<file path="config.mk">
export PLATFORM = sky130hd
export DESIGN_NAME = bubble_sort_engine_flat
export DESIGN_NICKNAME = d
export VERILOG_FILES = /design/src/sv/bse_pkg.sv /design/src/sv/bse_ifs.sv /design/src/sv/bse_core.sv /design/src/sv/bubble_sort_engine.sv /design/src/flat_wrapper.sv
export SDC_FILE = /design/constraint.sdc
export NUM_CORES = 1
export LEC_CHECK = 0
export BUFFER_PORTS_ARGS = -buffer_cell sky130_fd_sc_hd__buf_2
export CAP_MARGIN = 40
export CELL_PAD_IN_SITES_DETAIL_PLACEMENT = 1
export CELL_PAD_IN_SITES_GLOBAL_PLACEMENT = 1
export CORE_ASPECT_RATIO = 1.5
export CORE_UTILIZATION = 47
export DETAILED_ROUTE_END_ITERATION = 8
export PLACE_DENSITY_LB_ADDON = 0.25
export SYNTH_ARGS = -nofsm -noshare
export SYNTH_HDL_FRONTEND = slang
export SYNTH_SLANG_ARGS = --single-unit
</file>
<file path="constraint.sdc">
create_clock -name clk -period 4.25 [get_ports clk]
set_input_delay 0.85 -clock clk [delete_from_list [all_inputs] [get_ports clk]]
set_output_delay 0.85 -clock clk [all_outputs]
set_load 0.02 [all_outputs]
</file>
<file path="src/sv/bse_pkg.sv">
// Shared types, constants and the order test of the bubble sort engine.
// Used by the stream interfaces, the sort core and the top level.
package bse_pkg;

	localparam int DATA_W     = 32;
	localparam int APB_ADDR_W = 3;
	localparam int APB_DATA_W = 32;

	// Register index decoded from paddr[APB_ADDR_W-1:2].
	localparam logic [APB_ADDR_W-3:0] REG_SORT_DESC = 1'b0;

	localparam int ST_W = 3;
	localparam logic [ST_W-1:0] ST_LOAD       = 3'd0;
	localparam logic [ST_W-1:0] ST_SORT_START = 3'd1;
	localparam logic [ST_W-1:0] ST_SORT_FIRST = 3'd2;
	localparam logic [ST_W-1:0] ST_SORT_RUN   = 3'd3;
	localparam logic [ST_W-1:0] ST_SORT_TAIL  = 3'd4;
	localparam logic [ST_W-1:0] ST_EMIT       = 3'd5;

	typedef logic signed [DATA_W-1:0] data_t;

	// True when the lower-addressed element must move past the higher one.
	function automatic logic out_of_order(input logic desc, input data_t first,
		input data_t second);
		return desc ? (second > first) : (first > second);
	endfunction

endpackage

</file>
<file path="src/sv/bse_ifs.sv">
// Valid/ready stream interfaces for input items and sorted results.
// Depends on bse_pkg for the data width.
interface bse_item_if;
	logic                valid;
	logic                ready;
	bse_pkg::data_t      item_value;
	logic                last_item;

	modport source (output valid, output item_value, output last_item, input ready);
	modport sink   (input valid, input item_value, input last_item, output ready);
endinterface

interface bse_result_if;
	logic                valid;
	logic                ready;
	bse_pkg::data_t      sorted_value;
	logic                last_result;
	logic                overflow;

	modport source (output valid, output sorted_value, output last_result,
		output overflow, input ready);
	modport sink   (input valid, input sorted_value, input last_result,
		input overflow, output ready);
endinterface

</file>
<file path="src/sv/bse_core.sv">
// Element memory, load/sort/emit sequencer and output register.
// Depends on bse_pkg and the stream interfaces in bse_ifs.sv.
module bse_core #(
	parameter int MAX_ELEMENTS = 16
) (
	input  logic clk,
	input  logic arst_n,
	input  logic sort_desc,
	bse_item_if.sink     items,
	bse_result_if.source results
);
	import bse_pkg::*;

	localparam int CntW = $clog2(MAX_ELEMENTS + 1);
	localparam int IdxW = $clog2(MAX_ELEMENTS);

	logic [ST_W-1:0] state_q;
	logic [CntW-1:0] cnt_q;
	logic            dropped_q;
	logic [IdxW-1:0] last_idx_q;
	logic [IdxW-1:0] pass_end_q;
	logic [IdxW-1:0] cmp_idx_q;
	logic [IdxW-1:0] emit_idx_q;
	data_t           carry_q;
	data_t           rd_data_q;
	data_t           mem [MAX_ELEMENTS];
	logic            rd_pend_q;
	logic            pend_last_q;
	logic            pend_ovf_q;
	logic            out_valid_q;
	data_t           out_value_q;
	logic            out_last_q;
	logic            out_ovf_q;

	logic            item_take;
	logic            has_room;
	logic            swap;
	logic            emit_issue;
	logic            we;
	logic [IdxW-1:0] waddr;
	data_t           wdata;
	logic            re;
	logic [IdxW-1:0] raddr;

	assign items.ready  = (state_q == ST_LOAD);
	assign item_take    = items.valid && items.ready;
	assign has_room     = cnt_q < CntW'(MAX_ELEMENTS);
	assign swap         = out_of_order(sort_desc, carry_q, rd_data_q);
	assign emit_issue   = (state_q == ST_EMIT) && !rd_pend_q &&
		(!out_valid_q || results.ready);

	assign results.valid        = out_valid_q;
	assign results.sorted_value = out_value_q;
	assign results.last_result  = out_last_q;
	assign results.overflow     = out_ovf_q;

	always_comb begin
		we    = 1'b0;
		waddr = cnt_q[IdxW-1:0];
		wdata = items.item_value;
		re    = 1'b0;
		raddr = emit_idx_q;
		unique case (state_q)
			ST_LOAD: begin
				we = item_take && has_room;
			end
			ST_SORT_START: begin
				re    = 1'b1;
				raddr = '0;
			end
			ST_SORT_FIRST: begin
				re    = 1'b1;
				raddr = IdxW'(1);
			end
			ST_SORT_RUN: begin
				we    = 1'b1;
				waddr = cmp_idx_q - IdxW'(1);
				wdata = swap ? rd_data_q : carry_q;
				re    = (cmp_idx_q != pass_end_q);
				raddr = cmp_idx_q + IdxW'(1);
			end
			ST_SORT_TAIL: begin
				we    = 1'b1;
				waddr = pass_end_q;
				wdata = carry_q;
			end
			ST_EMIT: begin
				re = emit_issue;
			end
			default: begin
				we = 1'b0;
			end
		endcase
	end

	always_ff @(posedge clk) begin
		if (we) begin
			mem[waddr] <= wdata;
		end
		if (re) begin
			rd_data_q <= mem[raddr];
		end
	end

	always_ff @(posedge clk or negedge arst_n) begin
		if (!arst_n) begin
			state_q     <= ST_LOAD;
			cnt_q       <= '0;
			dropped_q   <= 1'b0;
			last_idx_q  <= '0;
			pass_end_q  <= '0;
			cmp_idx_q   <= '0;
			emit_idx_q  <= '0;
			rd_pend_q   <= 1'b0;
			pend_last_q <= 1'b0;
			pend_ovf_q  <= 1'b0;
			out_valid_q <= 1'b0;
		end else begin
			rd_pend_q <= emit_issue;
			if (rd_pend_q) begin
				out_valid_q <= 1'b1;
			end else if (results.ready) begin
				out_valid_q <= 1'b0;
			end
			unique case (state_q)
				ST_LOAD: begin
					if (item_take) begin
						if (has_room) begin
							cnt_q <= cnt_q + CntW'(1);
						end else begin
							dropped_q <= 1'b1;
						end
						if (items.last_item) begin
							last_idx_q <= has_room ? cnt_q[IdxW-1:0] : IdxW'(MAX_ELEMENTS - 1);
							pass_end_q <= has_room ? cnt_q[IdxW-1:0] : IdxW'(MAX_ELEMENTS - 1);
							state_q    <= ST_SORT_START;
						end
					end
				end
				ST_SORT_START: begin
					if (pass_end_q == '0) begin
						emit_idx_q <= '0;
						state_q    <= ST_EMIT;
					end else begin
						state_q <= ST_SORT_FIRST;
					end
				end
				ST_SORT_FIRST: begin
					cmp_idx_q <= IdxW'(1);
					state_q   <= ST_SORT_RUN;
				end
				ST_SORT_RUN: begin
					if (cmp_idx_q == pass_end_q) begin
						state_q <= ST_SORT_TAIL;
					end else begin
						cmp_idx_q <= cmp_idx_q + IdxW'(1);
					end
				end
				ST_SORT_TAIL: begin
					pass_end_q <= pass_end_q - IdxW'(1);
					state_q    <= ST_SORT_START;
				end
				ST_EMIT: begin
					if (emit_issue) begin
						pend_last_q <= (emit_idx_q == last_idx_q);
						pend_ovf_q  <= dropped_q;
						if (emit_idx_q == last_idx_q) begin
							cnt_q     <= '0;
							dropped_q <= 1'b0;
							state_q   <= ST_LOAD;
						end else begin
							emit_idx_q <= emit_idx_q + IdxW'(1);
						end
					end
				end
				default: begin
					state_q <= ST_LOAD;
				end
			endcase
		end
	end

	// The carry holds the element that bubbles along the current pass.
	always_ff @(posedge clk) begin
		if (state_q == ST_SORT_FIRST) begin
			carry_q <= rd_data_q;
		end else if (state_q == ST_SORT_RUN && !swap) begin
			carry_q <= rd_data_q;
		end
		if (rd_pend_q) begin
			out_value_q <= rd_data_q;
			out_last_q  <= pend_last_q;
			out_ovf_q   <= pend_ovf_q;
		end
	end

	a_load_into_empty: assert property (@(posedge clk) disable iff (!arst_n)
		rd_pend_q |-> !out_valid_q)
		else $error("result loaded while the output register is occupied");

	a_cnt_bound: assert property (@(posedge clk) disable iff (!arst_n)
		cnt_q <= CntW'(MAX_ELEMENTS))
		else $error("element count exceeds the memory depth");

	a_drop_when_full: assert property (@(posedge clk) disable iff (!arst_n)
		dropped_q |-> (cnt_q == CntW'(MAX_ELEMENTS)))
		else $error("drop flag set with room left in memory");

	a_pass_in_set: assert property (@(posedge clk) disable iff (!arst_n)
		(state_q == ST_SORT_RUN) |-> (cmp_idx_q <= pass_end_q && pass_end_q <= last_idx_q))
		else $error("sort pass runs beyond the stored set");

	a_pend_from_emit: assert property (@(posedge clk) disable iff (!arst_n)
		rd_pend_q |-> ($past(state_q) == ST_EMIT))
		else $error("result read issued outside the emit phase");

endmodule

</file>
<file path="src/sv/bubble_sort_engine.sv">
// Bubble sort engine: collects signed 32-bit elements of a set into one memory of
// MAX_ELEMENTS entries, one element per cycle, and after the element marked last
// sorts the set in place and sends it out as one run, ascending or descending as the
// sort_descending register (address 0) selects. Elements that arrive while the memory
// is full are dropped and every result of that set carries the overflow flag. The sort
// makes passes of decreasing length over the memory's single read port; the run then
// leaves through a registered read of that port into the output register, and a new
// read waits while one is pending or an unaccepted result sits in that register.
// The input is closed from the last element until the final result has been read out
// of the memory.
module bubble_sort_engine #(
	parameter int MAX_ELEMENTS = 16
) (
	input  logic                            clk,
	input  logic                            arst_n,
	input  logic                            psel,
	input  logic                            penable,
	input  logic                            pwrite,
	input  logic [bse_pkg::APB_ADDR_W-1:0]  paddr,
	input  logic [bse_pkg::APB_DATA_W-1:0]  pwdata,
	output logic [bse_pkg::APB_DATA_W-1:0]  prdata,
	output logic                            pready,
	bse_item_if.sink                        items,
	bse_result_if.source                    results
);
	import bse_pkg::*;

	logic sort_desc_q;
	logic reg_hit;

	assign pready  = 1'b1;
	assign reg_hit = (paddr[APB_ADDR_W-1:2] == REG_SORT_DESC);
	assign prdata  = reg_hit ? APB_DATA_W'(sort_desc_q) : '0;

	always_ff @(posedge clk or negedge arst_n) begin
		if (!arst_n) begin
			sort_desc_q <= 1'b0;
		end else if (psel && penable && pwrite && pready && reg_hit) begin
			sort_desc_q <= pwdata[0];
		end
	end

	bse_core #(
		.MAX_ELEMENTS(MAX_ELEMENTS)
	) u_core (
		.clk      (clk),
		.arst_n   (arst_n),
		.sort_desc(sort_desc_q),
		.items    (items),
		.results  (results)
	);

endmodule
</file>
<file path="src/flat_wrapper.sv">
// flat-port wrapper written by rule: the top's interface ports become plain ports
module bubble_sort_engine_flat import bse_pkg::*;
#(
	parameter int MAX_ELEMENTS = 16
)
  (clk, arst_n, psel, penable, pwrite, paddr, pwdata, prdata, pready, items_valid, items_item_value, items_last_item, items_ready, results_valid, results_sorted_value, results_last_result, results_overflow, results_ready);
  bse_item_if items_i ();
  bse_result_if results_i ();
  input  logic clk;
  input  logic arst_n;
  input  logic psel;
  input  logic penable;
  input  logic pwrite;
  input  logic [bse_pkg::APB_ADDR_W-1:0] paddr;
  input  logic [bse_pkg::APB_DATA_W-1:0] pwdata;
  output logic [bse_pkg::APB_DATA_W-1:0] prdata;
  output logic pready;
  input wire logic [$bits(items_i.valid)-1:0] items_valid;
  input wire logic [$bits(items_i.item_value)-1:0] items_item_value;
  input wire logic [$bits(items_i.last_item)-1:0] items_last_item;
  output wire logic [$bits(items_i.ready)-1:0] items_ready;
  output wire logic [$bits(results_i.valid)-1:0] results_valid;
  output wire logic [$bits(results_i.sorted_value)-1:0] results_sorted_value;
  output wire logic [$bits(results_i.last_result)-1:0] results_last_result;
  output wire logic [$bits(results_i.overflow)-1:0] results_overflow;
  input wire logic [$bits(results_i.ready)-1:0] results_ready;
  assign items_i.valid = items_valid;
  assign items_i.item_value = items_item_value;
  assign items_i.last_item = items_last_item;
  assign items_ready = items_i.ready;
  assign results_valid = results_i.valid;
  assign results_sorted_value = results_i.sorted_value;
  assign results_last_result = results_i.last_result;
  assign results_overflow = results_i.overflow;
  assign results_i.ready = results_ready;
  bubble_sort_engine #(.MAX_ELEMENTS(MAX_ELEMENTS)) u_core (.clk(clk), .arst_n(arst_n), .psel(psel), .penable(penable), .pwrite(pwrite), .paddr(paddr), .pwdata(pwdata), .prdata(prdata), .pready(pready), .items(items_i), .results(results_i));
endmodule
</file>
==> run metrics <==
Final Max Tran Viols 0; Vias/cell 5.78; Post-DP HPWL 40.9 mm; NetSw 8.53 mW; Max Root-Sink Buffers 3; fin cells 2627; WP data required 4.54 ns; Post CTS Setup Buffer Count 0; WL final 70.5 mm; library cells used by synthesis 52; Final Util 0.540; PostCTS Resize Cnt 0; status finished, final reports clean; Placer Congestion 0.782; post-synthesis cell area 27600 um^2; Startpoint Class flip-flop; clock-pin transition on the worst setup and hold timing paths 0.07 ns; Setup TNS Final 0 ns; GR Overflow Total 0; vias in the first global route 16100; FF+latch count, synth 640; Synth Flop Type edfxtp_1; CTS Hold Bufs 0; Async S/R FF share, synth 0.0469; CTS H-tree lvls 2; layout net count 1920; share of cells above drive strength 1 0.139; DRT iter0 DRCs 972; I/O pins 144; total of max-cap violations 0; CP max FO 32; register area share after synthesis 0.690; global-route wire length before repair 103 mm; Least-Margin Pin Slew 0.894 ns; initial antenna violation count 1; f_max 262 MHz; Clock Sinks 640; unrepaired setup endpoints after global routing no; fin crit period 3.82 ns; internal power 15.4 mW; Area contributors post-synth edfxtp_1, mux2i_1, dfrtp_1; Die Height 299 um; Port Buf Inserts 78; crit path DAT 4.11 ns; Hold WC Path Type in2async; final setup fails 0; Avg Inst Size Synth 16.2 um^2; total number of vias 15200; largest net degree at the start of global routing 81; synth warn 0; DRC Markers 0; Net Sw Frac 0.356; Worst setup EP type flip-flop; Logic pwr share 0.355; peak supply drop 0.506 mV; CTS tree built; Pwr Density 765 nW/um^2; Root Driver clkbuf_16; top-area cell type share of the netlist area 0.663; kind of critical path reg2reg; synth-to-layout area growth 13.2%; starting density of the core 0.477; final hold vios 0; Initial DRT Pass Iterations 5; clock power share 0.223; Tot GR Track Use 0.240; Die ar. 59800 um^2; CTS Buf Count 60; Antenna Violating Nets Remaining 0; routed len/inst 26.8 um; Pleak 13.1 nW; Flop pwr share 0.422; placed insts 2516; Die Width 200 um; Row Count 108; fillcell total 5358; Mapped Cells 1705; Synth area leader edfxtp_1; core area 58000 um^2; Worst Skew 0.0229 ns; period utilisation layout 0.899; Post-synth EDFFs 610; # diodes 0; Skew-Pair Late Insertion Delay 0.64 ns; Slew headroom 0.404
[worst max-delay path: stages, from the launching register on]
cell,delay (ns)
edfxtp_1,0.46
inv_1,0.07
ha_1,0.30
nand4_1,0.27
nor3_1,0.48
a21boi_2,0.29
o31ai_4,0.13
mux2i_4,0.31
mux2_4,0.56
a211o_1,0.57
[cells in the final DEF (no fill, tap or decap), types with 3 or more instances in the layout]
| master | netlist | final |
|---|---|---|
| ha_1 | 37 | 37 |
| o21ai_1 | 3 | 3 |
| mux2_2 | 3 | 3 |
| xor2_1 | 4 | 4 |
| nand2b_1 | 6 | 6 |
| clkinv_1 | 0 | 9 |
| conb_1 | 2 | 32 |
| clkbuf_16 | 0 | 62 |
| a21oi_1 | 22 | 20 |
| mux2i_1 | 513 | 513 |
| clkinv_2 | 0 | 11 |
| or2_2 | 6 | 6 |
| nor3_1 | 9 | 9 |
| nor2_1 | 46 | 28 |
| nor2_4 | 0 | 18 |
| dfrtp_1 | 30 | 28 |
| nand3_1 | 70 | 70 |
| clkbuf_1 | 38 | 15 |
| clkbuf_8 | 0 | 3 |
| buf_12 | 0 | 23 |
| a21o_1 | 6 | 5 |
| bufinv_16 | 0 | 4 |
| xnor2_1 | 12 | 12 |
| o21ai_0 | 22 | 22 |
| inv_1 | 44 | 44 |
| edfxtp_1 | 610 | 610 |
| nor2b_1 | 5 | 5 |
| nand4_1 | 9 | 9 |
| a22o_1 | 32 | 32 |
| a211o_1 | 33 | 33 |
| buf_2 | 37 | 78 |
| clkinvlp_4 | 0 | 3 |
| nand2_1 | 31 | 30 |
| buf_4 | 36 | 28 |
[through the flow]
step / power (mW) / worst slack [ns] / hold slack [ns] / area [um^2]
detailed placement: 18.7 / 0.480 / 0.437 / 29400
finish: 23.9 / 0.430 / 0.267 / 31300
floorplan: 15.7 / 0.592 / 0.425 / 27800
global route: 25.0 / 0.359 / 0.318 / 31300
CTS: 24.1 / 0.468 / 0.263 / 31300
global placement: 18.3 / 0.560 / 0.436 / 29300
[final timing paths]
path	startpoint	end	slack [ns]	cells past startpoint
max	u_core.u_core.rd_data_q[13]$_DFFE_PP_	u_core.u_core.mem[10][30]$_DFFE_PP_	0.43	9
min	arst_n	u_core.u_core.results.valid$_DFFE_PN0P_	0.27	1
max reg2reg	u_core.u_core.rd_data_q[13]$_DFFE_PP_	u_core.u_core.mem[10][30]$_DFFE_PP_	0.43	9
min reg2reg	u_core.u_core.pend_ovf_q$_DFFE_PN0P_	u_core.u_core.results.overflow$_DFFE_PP_	0.45	0
max in group asynchronous	arst_n	u_core.sort_desc_q$_DFFE_PN0P_	3.49	1
min in group clk	u_core.u_core.pend_ovf_q$_DFFE_PN0P_	u_core.u_core.results.overflow$_DFFE_PP_	0.45	0
[synth_stat cells (30+ instances only)]
| cell | count |
|---|---|
| nor2_1 | 46 |
| inv_1 | 44 |
| buf_2 | 37 |
| edfxtp_1 | 610 |
| buf_4 | 36 |
| mux2i_1 | 513 |
| nand2_1 | 31 |
| clkbuf_1 | 38 |
| dfrtp_1 | 30 |
| a22o_1 | 32 |
| nand3_1 | 70 |
| ha_1 | 37 |
| a211o_1 | 33 |
[kinds of logic after synthesis]
group,count (synthesis),share of synthesized area
AOI/OAI and AO/OA,140,0.0377
muxes,518,0.188
DFF,640,0.690
xor gates and xnor gates,16,0.00507
adders and majority gates,37,0.0167
other,2,0.000272
and+or+nand+nor,189,0.0325
buffers and inverters,163,0.0295
[power groups by stage]
stage / clock network [mW] / registers (mW) / logic, mW
2_1_floorplan: 0 / 9.94 / 5.77
3_3_place_gp: 0 / 10.2 / 8.17
3_5_place_dp: 0 / 10.2 / 8.51
4_1_cts: 5.42 / 10.1 / 8.58
5_1_grt: 5.62 / 10.2 / 9.13
6_report: 5.33 / 10.1 / 8.49
[flip-flops by register name, indices dropped and copies added (netlist names), 3 cells and up]
signal and count:
u_core.u_core.carry_q 32, u_core.u_core.cmp_idx_q 4, u_core.u_core.cnt_q 5, u_core.u_core.emit_idx_q 4, u_core.u_core.last_idx_q 4, u_core.u_core.mem 512
u_core.u_core.pass_end_q 4, u_core.u_core.rd_data_q 32, u_core.u_core.results.sorted_value 32, u_core.u_core.state_q 3
[routing by layer]
layer / routed length [um] / part of all wire / global-route usage
met1: 29600 / 0.42 / 0.313
met3: 2750 / 0.039 / 0.0267
met4: 1570 / 0.022 / 0.0629
met5: 16 / 0.00023 / 0
met2: 36600 / 0.52 / 0.422
[cell type report]
| cell class | count | area [um^2] | area share |
|---|---|---|---|
| sequential | 640 | 19100 | 0.609 |
| multi-input combinational | 932 | 8060 | 0.258 |
| clock buffer | 80 | 1650 | 0.0527 |
| timing repair buffer | 130 | 1090 | 0.0348 |
| tap | 770 | 963 | 0.0308 |
| clock inverter | 31 | 289 | 0.00924 |
| inverter | 44 | 165 | 0.00528 |
(Power assumes the default switching activity.)
